==> src/design/assert_macros.svh <==
// Assertion helpers used by the top-level RTL file.
`ifndef ASSERT_MACROS_SVH
`define ASSERT_MACROS_SVH

// Checked on every rising edge of aclk while reset is released.
`define ASSERT_CLK(label, prop, msg) \
    label: assert property (@(posedge aclk) disable iff (!aresetn) prop) else $error(msg);

// Checked on every rising edge of aclk, reset included.
`define ASSERT_ALWAYS(label, prop, msg) \
    label: assert property (@(posedge aclk) prop) else $error(msg);

`endif

==> src/design/gtpc_pkg.sv <==
`default_nettype none
package gtpc_pkg;

    typedef enum logic [3:0] {
        MAP_JET    = 4'd0,
        MAP_HOT    = 4'd1,
        MAP_HSV    = 4'd2,
        MAP_COOL   = 4'd3,
        MAP_SPRING = 4'd4,
        MAP_SUMMER = 4'd5,
        MAP_AUTUMN = 4'd6,
        MAP_WINTER = 4'd7,
        MAP_BONE   = 4'd8
    } map_t;

    typedef enum logic [2:0] {
        SEC_RED     = 3'd0,
        SEC_YELLOW  = 3'd1,
        SEC_GREEN   = 3'd2,
        SEC_CYAN    = 3'd3,
        SEC_BLUE    = 3'd4,
        SEC_MAGENTA = 3'd5
    } sector_t;

    typedef struct packed {
        logic [7:0] red;
        logic [7:0] green;
        logic [7:0] blue;
    } rgb_t;

    typedef struct packed {
        sector_t    sector;
        logic [5:0] offset;
        logic       black;
    } hsv_pos_t;

    localparam int unsigned HUE_MULT    = 1480344;
    localparam int unsigned HUE_LIMIT   = 360;
    localparam int unsigned SECTOR_SPAN = 60;
    localparam int unsigned RAMP_MULT   = 4369;
    localparam int unsigned RAMP_ROUND  = 2;
    localparam int unsigned DIV5_MULT   = 205;

    function automatic logic [7:0] hsv_ramp(input logic [5:0] f);
        logic [18:0] p;
        p = 19'(RAMP_MULT) * 19'(f) + 19'(RAMP_ROUND);
        return p[17:10];
    endfunction

endpackage
`default_nettype wire

==> src/design/gtpc_lin_map.sv <==
`default_nettype none
module gtpc_lin_map (
    input  wire logic          aclk,
    input  wire logic          en,
    input  wire logic [3:0]    color_map,
    input  wire logic [7:0]    gray_value,
    output gtpc_pkg::rgb_t     lin_rgb
);

    gtpc_pkg::rgb_t lin_rgb_reg;
    gtpc_pkg::rgb_t lin_rgb_next;

    logic        above;
    logic        below;
    logic [7:0]  d_pos;
    logic [7:0]  d_neg;
    logic [7:0]  abs_d;
    logic [7:0]  jet_t;
    logic [15:0] jet_rp;
    logic [15:0] jet_gp;
    logic [15:0] jet_bp;
    logic [7:0]  jet_r;
    logic [7:0]  jet_g;
    logic [7:0]  jet_b;
    logic [9:0]  t3;
    logic [9:0]  t3_g;
    logic [9:0]  t3_b;
    logic [7:0]  hot_r;
    logic [7:0]  hot_g;
    logic [7:0]  hot_b;
    logic [15:0] div5_p;
    logic [5:0]  q5;
    logic [8:0]  bone_rs;
    logic [8:0]  bone_gs;
    logic [7:0]  bone_r;
    logic [7:0]  bone_g;

    always_comb begin
        above  = gray_value > 8'd128;
        below  = gray_value < 8'd128;
        d_pos  = gray_value - 8'd128;
        d_neg  = 8'd128 - gray_value;
        abs_d  = above ? d_pos : d_neg;
        jet_t  = 8'd255 - abs_d;
        jet_rp = {d_pos, 8'd0} - 16'(d_pos);
        jet_gp = {jet_t, 8'd0} - 16'(jet_t);
        jet_bp = {d_neg, 8'd0} - 16'(d_neg);
        jet_r  = above ? jet_rp[14:7] : 8'd0;
        jet_g  = jet_gp[15] ? 8'd255 : jet_gp[14:7];
        jet_b  = below ? jet_bp[14:7] : 8'd0;

        t3    = 10'(gray_value) + {1'b0, gray_value, 1'b0};
        t3_g  = t3 - 10'd255;
        t3_b  = t3 - 10'd510;
        hot_r = (t3 > 10'd255) ? 8'd255 : t3[7:0];
        hot_g = (t3 < 10'd255) ? 8'd0 : ((t3_g > 10'd255) ? 8'd255 : t3_g[7:0]);
        hot_b = (t3 < 10'd510) ? 8'd0 : t3_b[7:0];

        div5_p  = 16'(gray_value) * 16'(gtpc_pkg::DIV5_MULT);
        q5      = div5_p[15:10];
        bone_rs = 9'(gray_value) + 9'(q5);
        bone_gs = 9'(gray_value) + 9'(q5[5:1]);
        bone_r  = bone_rs[8] ? 8'd255 : bone_rs[7:0];
        bone_g  = bone_gs[8] ? 8'd255 : bone_gs[7:0];

        lin_rgb_next = '0;
        unique case (gtpc_pkg::map_t'(color_map))
            gtpc_pkg::MAP_JET: begin
                lin_rgb_next = '{jet_r, jet_g, jet_b};
            end
            gtpc_pkg::MAP_HOT: begin
                lin_rgb_next = '{hot_r, hot_g, hot_b};
            end
            gtpc_pkg::MAP_COOL: begin
                lin_rgb_next = '{gray_value, 8'd255 - gray_value, 8'd255};
            end
            gtpc_pkg::MAP_SPRING: begin
                lin_rgb_next = '{8'd255, gray_value, 8'd255 - gray_value};
            end
            gtpc_pkg::MAP_SUMMER: begin
                lin_rgb_next = '{{1'b1, gray_value[7:1]}, {1'b1, gray_value[7:1]}, 8'd128};
            end
            gtpc_pkg::MAP_AUTUMN: begin
                lin_rgb_next = '{8'd255, gray_value, 8'd0};
            end
            gtpc_pkg::MAP_WINTER: begin
                lin_rgb_next = '{8'd0, gray_value, 8'd255 - gray_value};
            end
            gtpc_pkg::MAP_BONE: begin
                lin_rgb_next = '{bone_r, bone_g, gray_value};
            end
            default: begin
                lin_rgb_next = '0;
            end
        endcase
    end

    always_ff @(posedge aclk) begin
        if (en) begin
            lin_rgb_reg <= lin_rgb_next;
        end
    end

    assign lin_rgb = lin_rgb_reg;

endmodule
`default_nettype wire

==> src/design/gtpc_hsv_sector.sv <==
`default_nettype none
module gtpc_hsv_sector (
    input  wire logic         aclk,
    input  wire logic         en_hue,
    input  wire logic         en_pos,
    input  wire logic [7:0]   gray_value,
    output gtpc_pkg::hsv_pos_t pos
);

    logic [28:0] hue_prod;
    logic [8:0]  hue_reg;
    logic [8:0]  hue_next;
    logic [8:0]  base;
    logic [8:0]  off_full;

    gtpc_pkg::hsv_pos_t pos_reg;
    gtpc_pkg::hsv_pos_t pos_next;

    always_comb begin
        hue_prod = 29'(gray_value) * 29'(gtpc_pkg::HUE_MULT);
        hue_next = hue_prod[28:20];
    end

    always_comb begin
        pos_next.black = hue_reg >= 9'(gtpc_pkg::HUE_LIMIT);
        if (hue_reg >= 9'(5 * gtpc_pkg::SECTOR_SPAN)) begin
            pos_next.sector = gtpc_pkg::SEC_MAGENTA;
            base            = 9'(5 * gtpc_pkg::SECTOR_SPAN);
        end else if (hue_reg >= 9'(4 * gtpc_pkg::SECTOR_SPAN)) begin
            pos_next.sector = gtpc_pkg::SEC_BLUE;
            base            = 9'(4 * gtpc_pkg::SECTOR_SPAN);
        end else if (hue_reg >= 9'(3 * gtpc_pkg::SECTOR_SPAN)) begin
            pos_next.sector = gtpc_pkg::SEC_CYAN;
            base            = 9'(3 * gtpc_pkg::SECTOR_SPAN);
        end else if (hue_reg >= 9'(2 * gtpc_pkg::SECTOR_SPAN)) begin
            pos_next.sector = gtpc_pkg::SEC_GREEN;
            base            = 9'(2 * gtpc_pkg::SECTOR_SPAN);
        end else if (hue_reg >= 9'(gtpc_pkg::SECTOR_SPAN)) begin
            pos_next.sector = gtpc_pkg::SEC_YELLOW;
            base            = 9'(gtpc_pkg::SECTOR_SPAN);
        end else begin
            pos_next.sector = gtpc_pkg::SEC_RED;
            base            = 9'd0;
        end
        off_full       = hue_reg - base;
        pos_next.offset = off_full[5:0];
    end

    always_ff @(posedge aclk) begin
        if (en_hue) begin
            hue_reg <= hue_next;
        end
        if (en_pos) begin
            pos_reg <= pos_next;
        end
    end

    assign pos = pos_reg;

endmodule
`default_nettype wire

==> src/design/gray_to_pseudo_color_map.sv <==
`default_nettype none
// Gray-to-pseudo-color mapper: each 8-bit gray item becomes one RGB item through the
// colormap held in the color_map register (0 jet, 1 hot, 2 hsv, 3 cool, 4 spring,
// 5 summer, 6 autumn, 7 winter, 8 bone; other codes give black). The datapath is a
// three-stage pipeline with a per-stage ready chain, so one item is taken every clock
// while the output is not stalled. An item passes the stage 1, stage 2 and output
// registers in turn and leaves when m_ready is high; a stalled output still lets items
// fill empty stages. The register is written through the cfg channel, which is always
// ready, and should only change while no items are in flight.
`include "assert_macros.svh"
module gray_to_pseudo_color_map (
    input  wire logic       aclk,
    input  wire logic       aresetn,
    input  wire logic       cfg_valid,
    output logic            cfg_ready,
    input  wire logic [3:0] cfg_color_map,
    input  wire logic       s_valid,
    output logic            s_ready,
    input  wire logic [7:0] s_gray_value,
    output logic            m_valid,
    input  wire logic       m_ready,
    output logic [7:0]      m_red,
    output logic [7:0]      m_green,
    output logic [7:0]      m_blue
);

    logic [3:0] color_map_reg;
    logic       v1_reg;
    logic       v2_reg;
    logic       v3_reg;
    logic       hsv1_reg;
    logic       hsv2_reg;
    logic       rdy1;
    logic       rdy2;
    logic       rdy3;
    logic       hsv_load;
    logic       out_black;
    logic       out_full;

    gtpc_pkg::rgb_t     lin1;
    gtpc_pkg::rgb_t     lin2_reg;
    gtpc_pkg::hsv_pos_t pos2;
    gtpc_pkg::rgb_t     hsv_rgb;
    gtpc_pkg::rgb_t     out_reg;
    gtpc_pkg::rgb_t     out_next;
    logic [7:0]         rise;
    logic [7:0]         fall;

    assign cfg_ready = 1'b1;
    assign rdy3      = !v3_reg || m_ready;
    assign rdy2      = !v2_reg || rdy3;
    assign rdy1      = !v1_reg || rdy2;
    assign s_ready   = rdy1;

    always_ff @(posedge aclk) begin
        if (!aresetn) begin
            color_map_reg <= 4'(gtpc_pkg::MAP_JET);
            v1_reg        <= 1'b0;
            v2_reg        <= 1'b0;
            v3_reg        <= 1'b0;
        end else begin
            if (cfg_valid) begin
                color_map_reg <= cfg_color_map;
            end
            if (rdy1) begin
                v1_reg <= s_valid;
            end
            if (rdy2) begin
                v2_reg <= v1_reg;
            end
            if (rdy3) begin
                v3_reg <= v2_reg;
            end
        end
    end

    gtpc_lin_map u_lin_map (
        .aclk       (aclk),
        .en         (rdy1),
        .color_map  (color_map_reg),
        .gray_value (s_gray_value),
        .lin_rgb    (lin1)
    );

    gtpc_hsv_sector u_hsv_sector (
        .aclk       (aclk),
        .en_hue     (rdy1),
        .en_pos     (rdy2),
        .gray_value (s_gray_value),
        .pos        (pos2)
    );

    always_ff @(posedge aclk) begin
        if (rdy1) begin
            hsv1_reg <= color_map_reg == 4'(gtpc_pkg::MAP_HSV);
        end
        if (rdy2) begin
            hsv2_reg <= hsv1_reg;
            lin2_reg <= lin1;
        end
        if (rdy3) begin
            out_reg <= out_next;
        end
    end

    always_comb begin
        rise = gtpc_pkg::hsv_ramp(pos2.offset);
        fall = gtpc_pkg::hsv_ramp(6'(gtpc_pkg::SECTOR_SPAN) - pos2.offset);
        case (pos2.sector)
            gtpc_pkg::SEC_RED:    hsv_rgb = '{8'd255, rise, 8'd0};
            gtpc_pkg::SEC_YELLOW: hsv_rgb = '{fall, 8'd255, 8'd0};
            gtpc_pkg::SEC_GREEN:  hsv_rgb = '{8'd0, 8'd255, rise};
            gtpc_pkg::SEC_CYAN:   hsv_rgb = '{8'd0, fall, 8'd255};
            gtpc_pkg::SEC_BLUE:   hsv_rgb = '{rise, 8'd0, 8'd255};
            default:              hsv_rgb = '{8'd255, 8'd0, fall};
        endcase
        if (hsv2_reg) begin
            out_next = pos2.black ? '0 : hsv_rgb;
        end else begin
            out_next = lin2_reg;
        end
    end

    assign m_valid = v3_reg;
    assign m_red   = out_reg.red;
    assign m_green = out_reg.green;
    assign m_blue  = out_reg.blue;

    assign hsv_load  = rdy3 && v2_reg && hsv2_reg;
    assign out_black = m_red == 8'd0 && m_green == 8'd0 && m_blue == 8'd0;
    assign out_full  = m_red == 8'd255 || m_green == 8'd255 || m_blue == 8'd255;

    `ASSERT_CLK(a_accept_fills_stage1, (s_valid && s_ready) |=> v1_reg, "item lost at stage 1")
    `ASSERT_CLK(a_hsv_black, (hsv_load && pos2.black) |=> out_black, "hue of 360 must give black")
    `ASSERT_CLK(a_hsv_full, (hsv_load && !pos2.black) |=> out_full, "hsv color lacks a full value")
    `ASSERT_ALWAYS(a_reset_clears_out, !aresetn |=> !m_valid, "output valid after reset")

endmodule
`default_nettype wire

==> config.mk <==
export PLATFORM = sky130hd
export DESIGN_NAME = gray_to_pseudo_color_map
export DESIGN_NICKNAME = d
export VERILOG_FILES = /design/src/design/gtpc_pkg.sv /design/src/design/gtpc_lin_map.sv /design/src/design/gtpc_hsv_sector.sv /design/src/design/gray_to_pseudo_color_map.sv
export VERILOG_INCLUDE_DIRS = /design/src /design/src/design
export SDC_FILE = /design/constraint.sdc
export NUM_CORES = 1
export LEC_CHECK = 0
export BUFFER_PORTS_ARGS = -buffer_cell sky130_fd_sc_hd__buf_2
export CAP_MARGIN = 20
export CORE_AREA = 2 2 162 164
export CTS_CLUSTER_DIAMETER = 150
export DETAILED_ROUTE_END_ITERATION = 10
export DIE_AREA = 0 0 164 166
export HOLD_SLACK_MARGIN = 0.12
export PLACE_DENSITY = 0.56
export SYNTH_ARGS = -nofsm -noshare
export SYNTH_HDL_FRONTEND = slang
export SYNTH_SLANG_ARGS = --single-unit
==> constraint.sdc <==
create_clock -name aclk -period 6.6 [get_ports aclk]
set_input_delay 0 -clock aclk [delete_from_list [all_inputs] [get_ports aclk]]
set_output_delay 0 -clock aclk [all_outputs]
set_load 0.02 [all_outputs]
[Word-level counts from Yosys, hierarchy flattened]
Index checks and enable logic that the tools add are counted.
Word-level totals
  flip-flop bits (word level): 100
  input port bits: 17
  output and inout port bits: 27
Cells by class
  add/subtract/negate cells: 16
  multipliers: 4
  order comparisons: 12
  equality and inequality tests: 12
  multiplexer cells: 23
  reduce and logical (&&, ||, !) cells: 9
Operators with widths (count)
  $pmux 24 s8: 1
  $pmux 24 s5: 1
  $mux 8: 10
  $mux 24: 2
  $add 18x2->18 const B: 2
  $mul 13x6->18 const A: 2
  $mux 6: 5
  $sub 15x8->15: 2
  $mul 8x18->26 const B: 1
  $sub 8x8->8 const A: 3
  $gt 10x8->1 const B: 2
  $ge 9x8->1 const B: 2
  $ge 9x9->1 const B: 2
  $eq 4x3->1 const B: 4
  $mul 8x8->16 const B: 1
  $sub 16x8->16: 1
  $sub 8x8->8 const B: 2
  $add 8x9->10: 1
  $lt 10x8->1 const B: 1
  $lt 10x9->1 const B: 1
  $sub 10x8->10 const B: 1
  $add 8x5->9: 1
  $add 8x6->9: 1
  $ge 9x6->1 const B: 1
  18 further kinds: 26

[Depth between registers and ports, before layout]
Gate-level depths: netlist of run 1.
  depth in word-level cells: 7
  mapped depth: 24
  mapped depth without buffers: 23

[Cells and area by module]
From an unflattened synthesis of run 1, not the netlist that was laid out.
Second synthesis, totals
  cells, all modules: 1093
  area total of the unflattened synthesis: 10385.0 um2
By module, submodules not included
  gtpc_lin_map: instances 1, cells an instance 554, area each 4564.4 um2, seq. area each 720.7 um2
  gray_to_pseudo_color_map: instances 1, cells an instance 266, area each 3017.9 um2, seq. area each 1641.6 um2
  gtpc_hsv_sector: instances 1, cells an instance 273, area each 2802.7 um2, seq. area each 570.5 um2

[Worst setup path before layout of run 1]
No wires, ideal clock.
  path type: input to register
  start point: input s_gray_value[1]
  end point: register u_lin_map.lin_rgb_reg, in the netlist u_lin_map.lin_rgb[14], data pin
  library setup time: 271 ps
  arrival: 5316 ps
  slack: 1013 ps
  stages on the path: 23
  cell sequence: clkbuf_1 -> inv_1 -> ha_1 -> xor2_1 -> ha_1 -> fa_1 -> inv_1 -> fa_1 -> inv_1 -> ha_1 -> a2111oi_2 -> o21bai_1 -> a21oi_1 -> xnor2_1 -> inv_1 -> fa_1 -> nor2b_1 -> o21ai_0 -> a21boi_0 -> o21ai_0 -> mux2_2 -> a211oi_1 -> o21ai_1
RTL lines
  start, declared: RTL line gray_to_pseudo_color_map.sv:19  | input wire logic [7:0] s_gray_value,
  end signal, assigned: RTL line gtpc_lin_map.sv:100  | lin_rgb_reg <= lin_rgb_next;
  end, declared: RTL line gtpc_lin_map.sv:10  | gtpc_pkg::rgb_t lin_rgb_reg;

==> results of run 1 <==
## placed cells by master (no fill, tap or decap), types with 7 or more instances in the layout
cell | Yosys | final
a21o_1 | 20 | 20
dlygate4sd3_1 | 0 | 17
nand4_1 | 9 | 9
buf_2 | 4 | 42
fa_1 | 43 | 43
or2_2 | 8 | 8
o21a_1 | 16 | 16
edfxtp_1 | 93 | 93
a22oi_1 | 7 | 7
ha_1 | 130 | 130
o21bai_1 | 7 | 7
and3_1 | 7 | 7
dfxtp_1 | 7 | 7
nor3_1 | 14 | 14
o21ai_1 | 11 | 11
o221ai_1 | 12 | 12
clkbuf_16 | 0 | 9
a211oi_1 | 8 | 8
xor2_1 | 22 | 22
nand3_1 | 24 | 23
xnor2_1 | 52 | 52
buf_4 | 2 | 22
o2111ai_1 | 7 | 7
o21ai_0 | 70 | 70
o22ai_1 | 8 | 8
nor2_1 | 51 | 51
nand2_1 | 81 | 81
inv_1 | 98 | 98
nor2b_1 | 16 | 16
mux2i_1 | 11 | 11
a21oi_1 | 62 | 62
nand2b_1 | 9 | 9
o211ai_1 | 15 | 15
## power breakdown
group | internal [mW] | switching (mW) | total, mW
Combinational | 0.947 | 1.37 | 2.32
Clock | 0.266 | 0.246 | 0.512
Sequential | 0.930 | 0.148 | 1.08
## through the flow
stage          power (mW)  hold slack (ns)  setup slack [ns]    util  instance area (um2)
2_1_floorplan       2.756           0.1178             1.013       -                 9997
3_3_place_gp        3.377           0.2557            0.8653  0.4154                10640
3_5_place_dp        3.397           0.2550            0.8060  0.4154                10640
4_1_cts             3.930           0.1724             1.184  0.4337                11110
5_1_grt             4.268           0.2329            0.6092  0.4337                11110
6_report            3.908           0.2233             1.135  0.4337                11110
## routing by layer
layer	up-vias	wire length, um	global-route usage
li1	3928	-	-
met1	3883	12080	0.2794
met2	265	12600	0.3275
met3	57	1301	0.02148
met4	0	910	0.07780
met5	-	0	0
## cell families after synthesis
family | Yosys count | synth area share
other cells | 1 | 0.0003751
flops | 100 | 0.2934
xor+xnor | 77 | 0.06971
simple gates | 250 | 0.1243
compound gates | 298 | 0.1971
buf+inv | 141 | 0.05419
fa+ha+maj | 173 | 0.2488
mux | 12 | 0.01214
## how the worst max path moves through the flow
stage / end / startpoint / cells past startpoint / slack (ns)
final: u_lin_map.lin_rgb[12]$_DFFE_PP_ / s_gray_value[3] / 21 / 1.14
after global placement: u_lin_map.lin_rgb[14]$_DFFE_PP_ / s_gray_value[6] / 22 / 0.87
after global routing: u_lin_map.lin_rgb[12]$_DFFE_PP_ / s_gray_value[6] / 20 / 0.61
after floorplan: u_lin_map.lin_rgb[14]$_DFFE_PP_ / s_gray_value[1] / 23 / 1.01
after CTS: u_lin_map.lin_rgb[12]$_DFFE_PP_ / s_gray_value[6] / 21 / 1.18
after detailed placement: u_lin_map.lin_rgb[12]$_DFFE_PP_ / s_gray_value[6] / 20 / 0.81
## layout make-up
type | instances | area, um2
multi-input cells | 811 | 6534
fillers | 2505 | 14510
inverters | 101 | 379.1
clock inverters | 7 | 73.82
flip-flops and latches | 100 | 2933
well taps | 335 | 419.2
clock buffers | 9 | 225.2
repair buffers | 81 | 545.5
## what timing repair did
item | CTS | global route
setup buffers | 0 | 0
hold endpoints to repair | 7 | 0
hold buffers | 17 | 0
endpoints found under the setup margin | 0 | 0
## critical path: stages
cell       delay [ns]
buf_2            0.15
inv_1            0.12
ha_1             0.57
ha_1             0.32
ha_1             0.30
fa_1             0.50
ha_1             0.33
a21oi_1          0.16
o31ai_1          0.12
a2111oi_2        0.47
o21ai_1          0.19
a21o_1           0.21
xor2_1           0.19
ha_1             0.30
nor2b_1          0.14
o21ai_0          0.20
a21boi_0         0.18
o211ai_1         0.48
o21ai_0          0.21
a221oi_1         0.29
o21ai_1          0.10
==> impl_metrics.ini, run 1 <==
[run_status]
run_status = finished, final reports clean

[hold_path]
hold_depth = 3
hp-class = primary input to flop
min_from = s_gray_value[1]
holdPathEnd = u_lin_map.lin_rgb[1]$_DFFE_PP_

[yosys]
post-synth-top-count-cell = ha_1
synth_common_cells = ha_1, inv_1, edfxtp_1
syn_nets = 1242
synth_area_leaders = edfxtp_1, ha_1, fa_1
ys_types = 77
synth_largest_area_cell = edfxtp_1
synth_top_area_share = 0.2793
synth_area_mm2 = 0.009997
synth_flop_cell = edfxtp_1
ys_async_sr_fraction = 0
ys_ff_latch = 100
synth_cells = 1052
yosysSeqAreaShare = 0.2934
synth-edff-count = 93
ys_warn_count = 0
avgSynthCellArea_um2 = 9.503

[clocking]
path_clk_slew_ns = 0.08
root_buffer = clkbuf_16
cts_inserted_buffers = 9
htreeDepth = 3
clk_latency_ns = 0.35
cts_tree = yes
clock_sinks = 100
cts_resized = 0
ctsLongestPathBuffers = 2

[critical_path]
arrival_ns = 5.55
crit_type = primary input to flop
reg2reg_depth = 12
required_ns = 6.68
rr_startpoint = u_hsv_sector.pos[1]$_DFFE_PP_
end_kind = flop
start_kind = primary input
r2r_setup_slack_ns = 3.00
r2r-end = m_red[4]$_DFFE_PP_
cp_max_fo = 9

[die]
die_h_um = 166
io_pins = 44
rows = 59
core_area_mm2 = 0.02562
die_area_mm2 = 0.02722
start_util = 0.3903
die_w_um = 164

[timing]
finalHoldViolCount = 0
max_slew_margin = 0.4083
rsz0062_at_grt = no
fin_crit_sh = 0.8280
finClkSkew_ns = 0.01391
slew_violations = 0
timing.fmax_mhz = 183.0
tns_ns = 0
fin_crit_ns = 5.465
tightestPinTransition_ns = 0.8866
setup_violations = 0

[global_routing]
track_usage = 0.2028
globalRouteOverflowTotal = 0
grt_pass1_wl_mm = 43.41
grt_max_degree = 37
antenna_found_initial = 0
grt_pass1_vias = 8034

[placement]
dp_hpwl_mm = 21.23
place_inst = 1411
portBuffers = 42
gp_congestion = 0.9594

[routing]
antenna_left = 0
first_iter_violations = 575
vias_per_cell = 5.632
drc = 0
routed_wl_mm = 26.89
wl_per_cell_um = 18.62
vias = 8133
drtPass1Iterations = 5

[final_layout]
nNetsFinal = 1294
drive_above_1_share = 0.09468
area_delta_synth_final_pct = 11.13
instances_no_fill = 1444
n_antenna_cell = 0

[power_and_ir_drop]
max-vdd-ir-drop_mv = 0.1979
power.density_mw_per_mm2 = 351.8
leakagePower_nw = 4.867

[run]
max_cap_violations = 0
(Power assumes the default switching activity.)
==> run 2: changes to the inputs <==
==> constraint.sdc (replaced) <==
create_clock -name aclk -period 5.45 [get_ports aclk]
set_input_delay 0 -clock aclk [delete_from_list [all_inputs] [get_ports aclk]]
set_output_delay 0 -clock aclk [all_outputs]
set_load 0.02 [all_outputs]
==> run 2 against run 1 <==
Core utilization increased by 0.95 points; hold slack improved by 0.11 ns; first-iteration DRC count increased by 15%; critical path type unchanged; largest cell class unchanged.
==> impl_metrics.ini, run 2 (synthesis gave the netlist of run 1 again) <==
[clocking]
htreeDepth = 3
root_buffer = clkbuf_16
clock_sinks = 100
path_clk_slew_ns = 0.06
cts_tree = yes
clk_latency_ns = 0.34
cts_inserted_buffers = 9
ctsLongestPathBuffers = 2

[timing]
slew_violations = 0
tns_ns = 0
max_slew_margin = 0.4176
fin_crit_sh = 0.9475
tightestPinTransition_ns = 0.8727
finClkSkew_ns = 0.01411
rsz0062_at_grt = no
setup_violations = 0
fin_crit_ns = 5.164
timing.fmax_mhz = 193.7
finalHoldViolCount = 0

[die]
core_area_mm2 = 0.02562
io_pins = 44
rows = 59
die_h_um = 166
die_area_mm2 = 0.02722
die_w_um = 164
start_util = 0.3903

[power_and_ir_drop]
combPwrFrac = 0.593
leakagePower_nw = 5.016
power.density_mw_per_mm2 = 420.9
clock_power_share = 0.133
p_sw_frac = 0.4410
intPower_mw = 2.671
pwr-share-seq = 0.274
p_sw_mw = 2.108
max-vdd-ir-drop_mv = 0.2476

[final_layout]
n_antenna_cell = 0
drive_above_1_share = 0.1203
instances_no_fill = 1474
layout_common_cells = ha_1, inv_1, edfxtp_1
seq_area_mm2 = 0.002933
nFillCells = 2478
nNetsFinal = 1324
multi_input_area_mm2 = 0.006551
final_common_cell = ha_1
area_delta_synth_final_pct = 13.57

[placement]
dp_hpwl_mm = 21.08
place_inst = 1439
portBuffers = 42
gp_congestion = 0.9498

[hold_path]
holdPathEnd = u_lin_map.lin_rgb[1]$_DFFE_PP_
hp-class = primary input to flop
hold_depth = 4
min_from = s_gray_value[1]

[routing]
antenna_left = 0
vias = 8194
drc = 0
drtPass1Iterations = 5
first_iter_violations = 659
routed_wl_mm = 26.43
wl_per_cell_um = 17.93
vias_per_cell = 5.559

[global_routing]
met1_usage = 0.2672
grt_pass1_wl_mm = 42.33
top_usage_layer = met2
globalRouteOverflowTotal = 0
grt_max_degree = 37
track_usage = 0.1968
grtUsageMet3 = 0.01998
grt_pass1_vias = 7845
use_met2 = 0.3266
antenna_found_initial = 0

[critical_path]
start_kind = primary input
rr_startpoint = u_hsv_sector.pos[1]$_DFFE_PP_
reg2reg_depth = 12
r2r_setup_slack_ns = 1.84
crit_type = primary input to flop
r2r-end = m_blue[2]$_DFFE_PP_
arrival_ns = 5.22
cp_max_fo = 4
end_kind = flop
required_ns = 5.51

[run]
max_cap_violations = 0

[run_status]
run_status = finished, final reports clean
==> run 2: power by group through the flow <==
stage	Clock (mW)	Sequential, mW	Combinational (mW)
2_1_floorplan	0	1.30	2.04
3_3_place_gp	0	1.32	2.79
3_5_place_dp	0	1.33	2.80
4_1_cts	0.656	1.31	2.83
5_1_grt	0.686	1.34	3.19
6_report	0.636	1.31	2.83
==> run 2: cell type report <==
class                      instances  area share
multi-input combinational        811      0.5770
sequential                       100      0.2583
timing repair buffer             111     0.06789
tap                              335     0.03692
inverter                         101     0.03339
clock buffer                      11     0.02050
clock inverter                     5    0.005951
==> run 2: layer usage <==
metal	vias to the layer above	wire [um]
li1	3981	-
met1	3869	11690
met2	297	12400
met3	47	1509
met4	0	830
met5	-	0
==> run 2: worst max-delay path by stage <==
stage                     from  slack (ns)                         endpoint
6_report       s_gray_value[1]        0.29  u_lin_map.lin_rgb[10]$_DFFE_PP_
4_1_cts        s_gray_value[1]        0.29  u_lin_map.lin_rgb[12]$_DFFE_PP_
5_1_grt        s_gray_value[2]        0.01  u_lin_map.lin_rgb[14]$_DFFE_PP_
2_1_floorplan  s_gray_value[1]        0.04  u_lin_map.lin_rgb[14]$_DFFE_PP_
3_5_place_dp   s_gray_value[1]       -0.07  u_lin_map.lin_rgb[12]$_DFFE_PP_
3_3_place_gp   s_gray_value[2]        0.01  u_lin_map.lin_rgb[12]$_DFFE_PP_
==> run 2: timing repair <==
item	4_1_cts	5_1_grt
resized for setup	0	3
hold buffers	17	0
setup endpoints to repair	0	2
endpoints found under the hold margin	7	0
setup buffers	0	2
==> run 2: through the flow <==
stage / hold slack, ns / worst slack, ns / instance area [um2] / total power, mW / utilization
floorplan: 0.1178 / 0.03944 / 10010 / 3.339 / -
global placement: 0.2559 / 0.01197 / 10860 / 4.115 / 0.4240
detailed placement: 0.2572 / -0.07314 / 10860 / 4.130 / 0.4240
CTS: 0.3103 / 0.2866 / 11330 / 4.798 / 0.4423
global route: 0.3622 / 0.01177 / 11350 / 5.211 / 0.4432
finish: 0.3368 / 0.2861 / 11350 / 4.779 / 0.4432
==> run 2: worst max-delay path: stages <==
cell       delay, ns
buf_2           0.12
inv_2           0.05
ha_2            0.34
xor2_2          0.17
ha_1            0.27
fa_1            0.50
inv_1           0.05
fa_1            0.52
inv_1           0.04
ha_1            0.21
a2111oi_2       0.43
o21ai_1         0.18
a21o_1          0.21
xor2_1          0.23
ha_1            0.31
nor2b_1         0.14
o21ai_0         0.21
a21boi_0        0.15
buf_4           0.16
o211ai_1        0.28
buf_4           0.17
a21oi_1         0.05
a211oi_1        0.28
o211ai_1        0.13
==> run 3: changes to the inputs <==
--- a/config.mk
+++ b/config.mk
@@ -8,12 +8,13 @@
 export LEC_CHECK = 0
 export BUFFER_PORTS_ARGS = -buffer_cell sky130_fd_sc_hd__buf_2
 export CAP_MARGIN = 20
-export CORE_AREA = 2 2 162 164
+export CORE_AREA = 2 2 165 167
 export CTS_CLUSTER_DIAMETER = 150
 export DETAILED_ROUTE_END_ITERATION = 10
-export DIE_AREA = 0 0 164 166
+export DIE_AREA = 0 0 167 169
 export HOLD_SLACK_MARGIN = 0.12
 export PLACE_DENSITY = 0.56
 export SYNTH_ARGS = -nofsm -noshare
 export SYNTH_HDL_FRONTEND = slang
+export SYNTH_HIERARCHICAL = 1
 export SYNTH_SLANG_ARGS = --single-unit
==> run 3 against run 2 <==
Die area up 3.7%; setup slack gained 0.12 ns; fmax is 2.3% higher; hold slack better by 0.045 ns; clock power shrank 3%; synthesized cell count increased by 3.9%; non-clock buffer count fell by 24; combinational power is 16% higher; register-to-register slack gained 0.06 ns; sequential power hardly changed; wire length fell by 0.48%; first-iteration DRC count rose by 20%; largest power group unchanged.
==> impl_metrics.ini, run 3 <==
[yosys]
avgSynthCellArea_um2 = 9.501
synth_area_leaders = edfxtp_1, ha_1, fa_1
synth-edff-count = 93
post-synth-top-count-cell = ha_1
ys_async_sr_fraction = 0
syn_nets = 1294
ys_ff_latch = 100
synth_cells = 1093
synth_area_mm2 = 0.01038
ys_warn_count = 6
ys_types = 92
yosysSeqAreaShare = 0.2824
synth_largest_area_cell = edfxtp_1
synth_common_cells = ha_1, inv_1, edfxtp_1
synth_top_area_share = 0.2689
synth_flop_cell = edfxtp_1

[critical_path]
crit_slowest_cell = fa_1
crit_buf_inv = 4
cp_max_fo = 4
crit_chain = buf_2 -> ha_1 -> inv_1 -> fa_1 -> xnor2_1 -> fa_1 -> inv_1 -> fa_1 -> inv_1 -> ha_1 -> a2111o_1 -> a31oi_1 -> a21oi_1 -> a21o_1 -> xor2_1 -> ha_1 -> a211oi_1 -> o21bai_1 -> a21oi_1 -> nand3b_1 -> a31oi_1 -> nor3_1 -> o211ai_1
crit_type = primary input to flop
path_delay_family = adder cells
arrival_ns = 5.12
cpPeakStageDelay_ns = 0.53
start_kind = primary input
end_kind = flop
required_ns = 5.53

[routing]
drc = 0
wl_per_cell_um = 17.56
vias = 8349
drtPass1Iterations = 8
vias_per_cell = 5.573
first_iter_violations = 788
routed_wl_mm = 26.31
antenna_left = 0

[timing]
setup_violations = 0
max_slew_margin = 0.4143
fin_crit_sh = 0.9259
setup_ws_ns = 0.4036
fin_crit_ns = 5.046
rsz0062_at_grt = no
slew_violations = 0
timing.fmax_mhz = 198.2
tns_ns = 0
tightestPinTransition_ns = 0.8767
finClkSkew_ns = 0.01010
finalHoldViolCount = 0

[die]
rows = 60
core_area_mm2 = 0.02650
die_area_mm2 = 0.02822
die_w_um = 167
io_pins = 44
start_util = 0.3919
die_h_um = 169

[final_layout]
drive_above_1_share = 0.1037
n_antenna_cell = 0
nNetsFinal = 1353
layout_common_cells = ha_1, inv_1, edfxtp_1
area_delta_synth_final_pct = 10.92
nFillCells = 2537
final_common_cell = ha_1
seq_area_mm2 = 0.002933
multi_input_area_mm2 = 0.006803

[power_and_ir_drop]
power.density_mw_per_mm2 = 452.5
leakagePower_nw = 5.164
max-vdd-ir-drop_mv = 0.5118

[global_routing]
track_usage = 0.1859
antenna_found_initial = 0
grt_pass1_vias = 8027
grt_pass1_wl_mm = 42.27
grt_max_degree = 37
globalRouteOverflowTotal = 0

[clocking]
cts_inserted_buffers = 9
path_clk_slew_ns = 0.07
cts_tree = yes
clk_latency_ns = 0.34
postCtsSetupBuffers = 0
ctsHoldBuffers = 17
htreeDepth = 3
cts_resized = 0
ctsLongestPathBuffers = 2
root_buffer = clkbuf_16
clock_sinks = 100

[placement]
pre_cts_slack_ns = 0.03306
gp_congestion = 0.9261
portBuffers = 42
dp_hpwl_mm = 20.82

[run_status]
run_status = finished, final reports clean

[run]
max_cap_violations = 0

[hold_path]
hp-class = primary input to flop
==> run 3: cell count changes in the layout (fill, tap and decap cells not counted), sizes merged, moves of 8 or more <==
| cell | change |
|---|---|
| a21oi | +8 |
| a222oi | +8 |
| buf | -24 |
| ha | +10 |
| inv | +21 |
| nand2 | -16 |
| nand2b | +11 |
| nor3 | +9 |
| o21a | -8 |
| o22ai | +8 |
| xnor2 | -11 |
==> run 3: layer usage <==
metal,track usage,wire (um)
met5,0,0
met4,0.05585,577
met3,0.02151,1499
met2,0.3004,12110
met1,0.2625,12120
==> run 3: path summary, 6_finish.rpt <==
path / startpoint / end / slack (ns) / cells past startpoint
max: s_gray_value[0] / u_lin_map/lin_rgb[15]$_DFFE_PP_ / 0.40 / 23
max reg2reg: u_hsv_sector/pos[1]$_DFFE_PP_ / m_red[2]$_DFFE_PP_ / 1.90 / 13
min reg2reg: hsv1_reg$_DFFE_PP_ / hsv2_reg$_DFFE_PP_ / 0.42 / 0
min: s_gray_value[0] / u_lin_map/lin_rgb[8]$_DFFE_PP_ / 0.38 / 3
==> run 3: cell type report <==
type                       count  area share
tap                          341     0.03704
timing repair buffer          87     0.05127
sequential                   100      0.2546
inverter                     125     0.04073
clock inverter                 6    0.004997
multi-input combinational    829      0.5906
clock buffer                  10     0.02075
==> run 3: metrics by stage <==
| step | instances | hold WS [ns] | utilization | power, mW | area [um2] |
|---|---|---|---|---|---|
| 6_report | 1498 | 0.3819 | 0.4347 | 5.212 | 11520 |
| 5_1_grt | 1498 | 0.3683 | 0.4347 | 5.699 | 11520 |
| 4_1_cts | 1498 | 0.3674 | 0.4347 | 5.232 | 11520 |
| 3_5_place_dp | 1465 | 0.2595 | 0.4170 | 4.586 | 11050 |
| 3_3_place_gp | 1465 | 0.2556 | 0.4170 | 4.546 | 11050 |
| 2_1_floorplan | 1093 | 0.1178 | - | 3.774 | 10390 |
==> run 3: cell families after synthesis <==
family | count (synthesis) | synth area share
AOI/OAI and AO/OA | 306 | 0.1989
xor gates and xnor gates | 65 | 0.05699
adders and majority gates | 184 | 0.2535
buffers and inverters | 164 | 0.06253
DFF | 100 | 0.2824
muxes | 12 | 0.01181
other | 1 | 0.0003611
and+or+nand+nor | 261 | 0.1335
==> run 3: power by group <==
| group | internal [mW] | switching, mW |
|---|---|---|
| clock network | 0.331 | 0.286 |
| logic | 1.35 | 1.93 |
| registers | 1.13 | 0.177 |
==> run 3: worst reg2reg max path, cell delays in order, from the launching register on <==
cell	delay, ns
edfxtp_1	0.48
inv_1	0.07
ha_1	0.24
nor2_1	0.15
xor2_1	0.23
inv_1	0.11
ha_1	0.21
ha_1	0.36
nand2_1	0.15
nor4b_4	0.36
a21boi_1	0.17
a211oi_1	0.42
o31ai_1	0.11
a22o_1	0.24
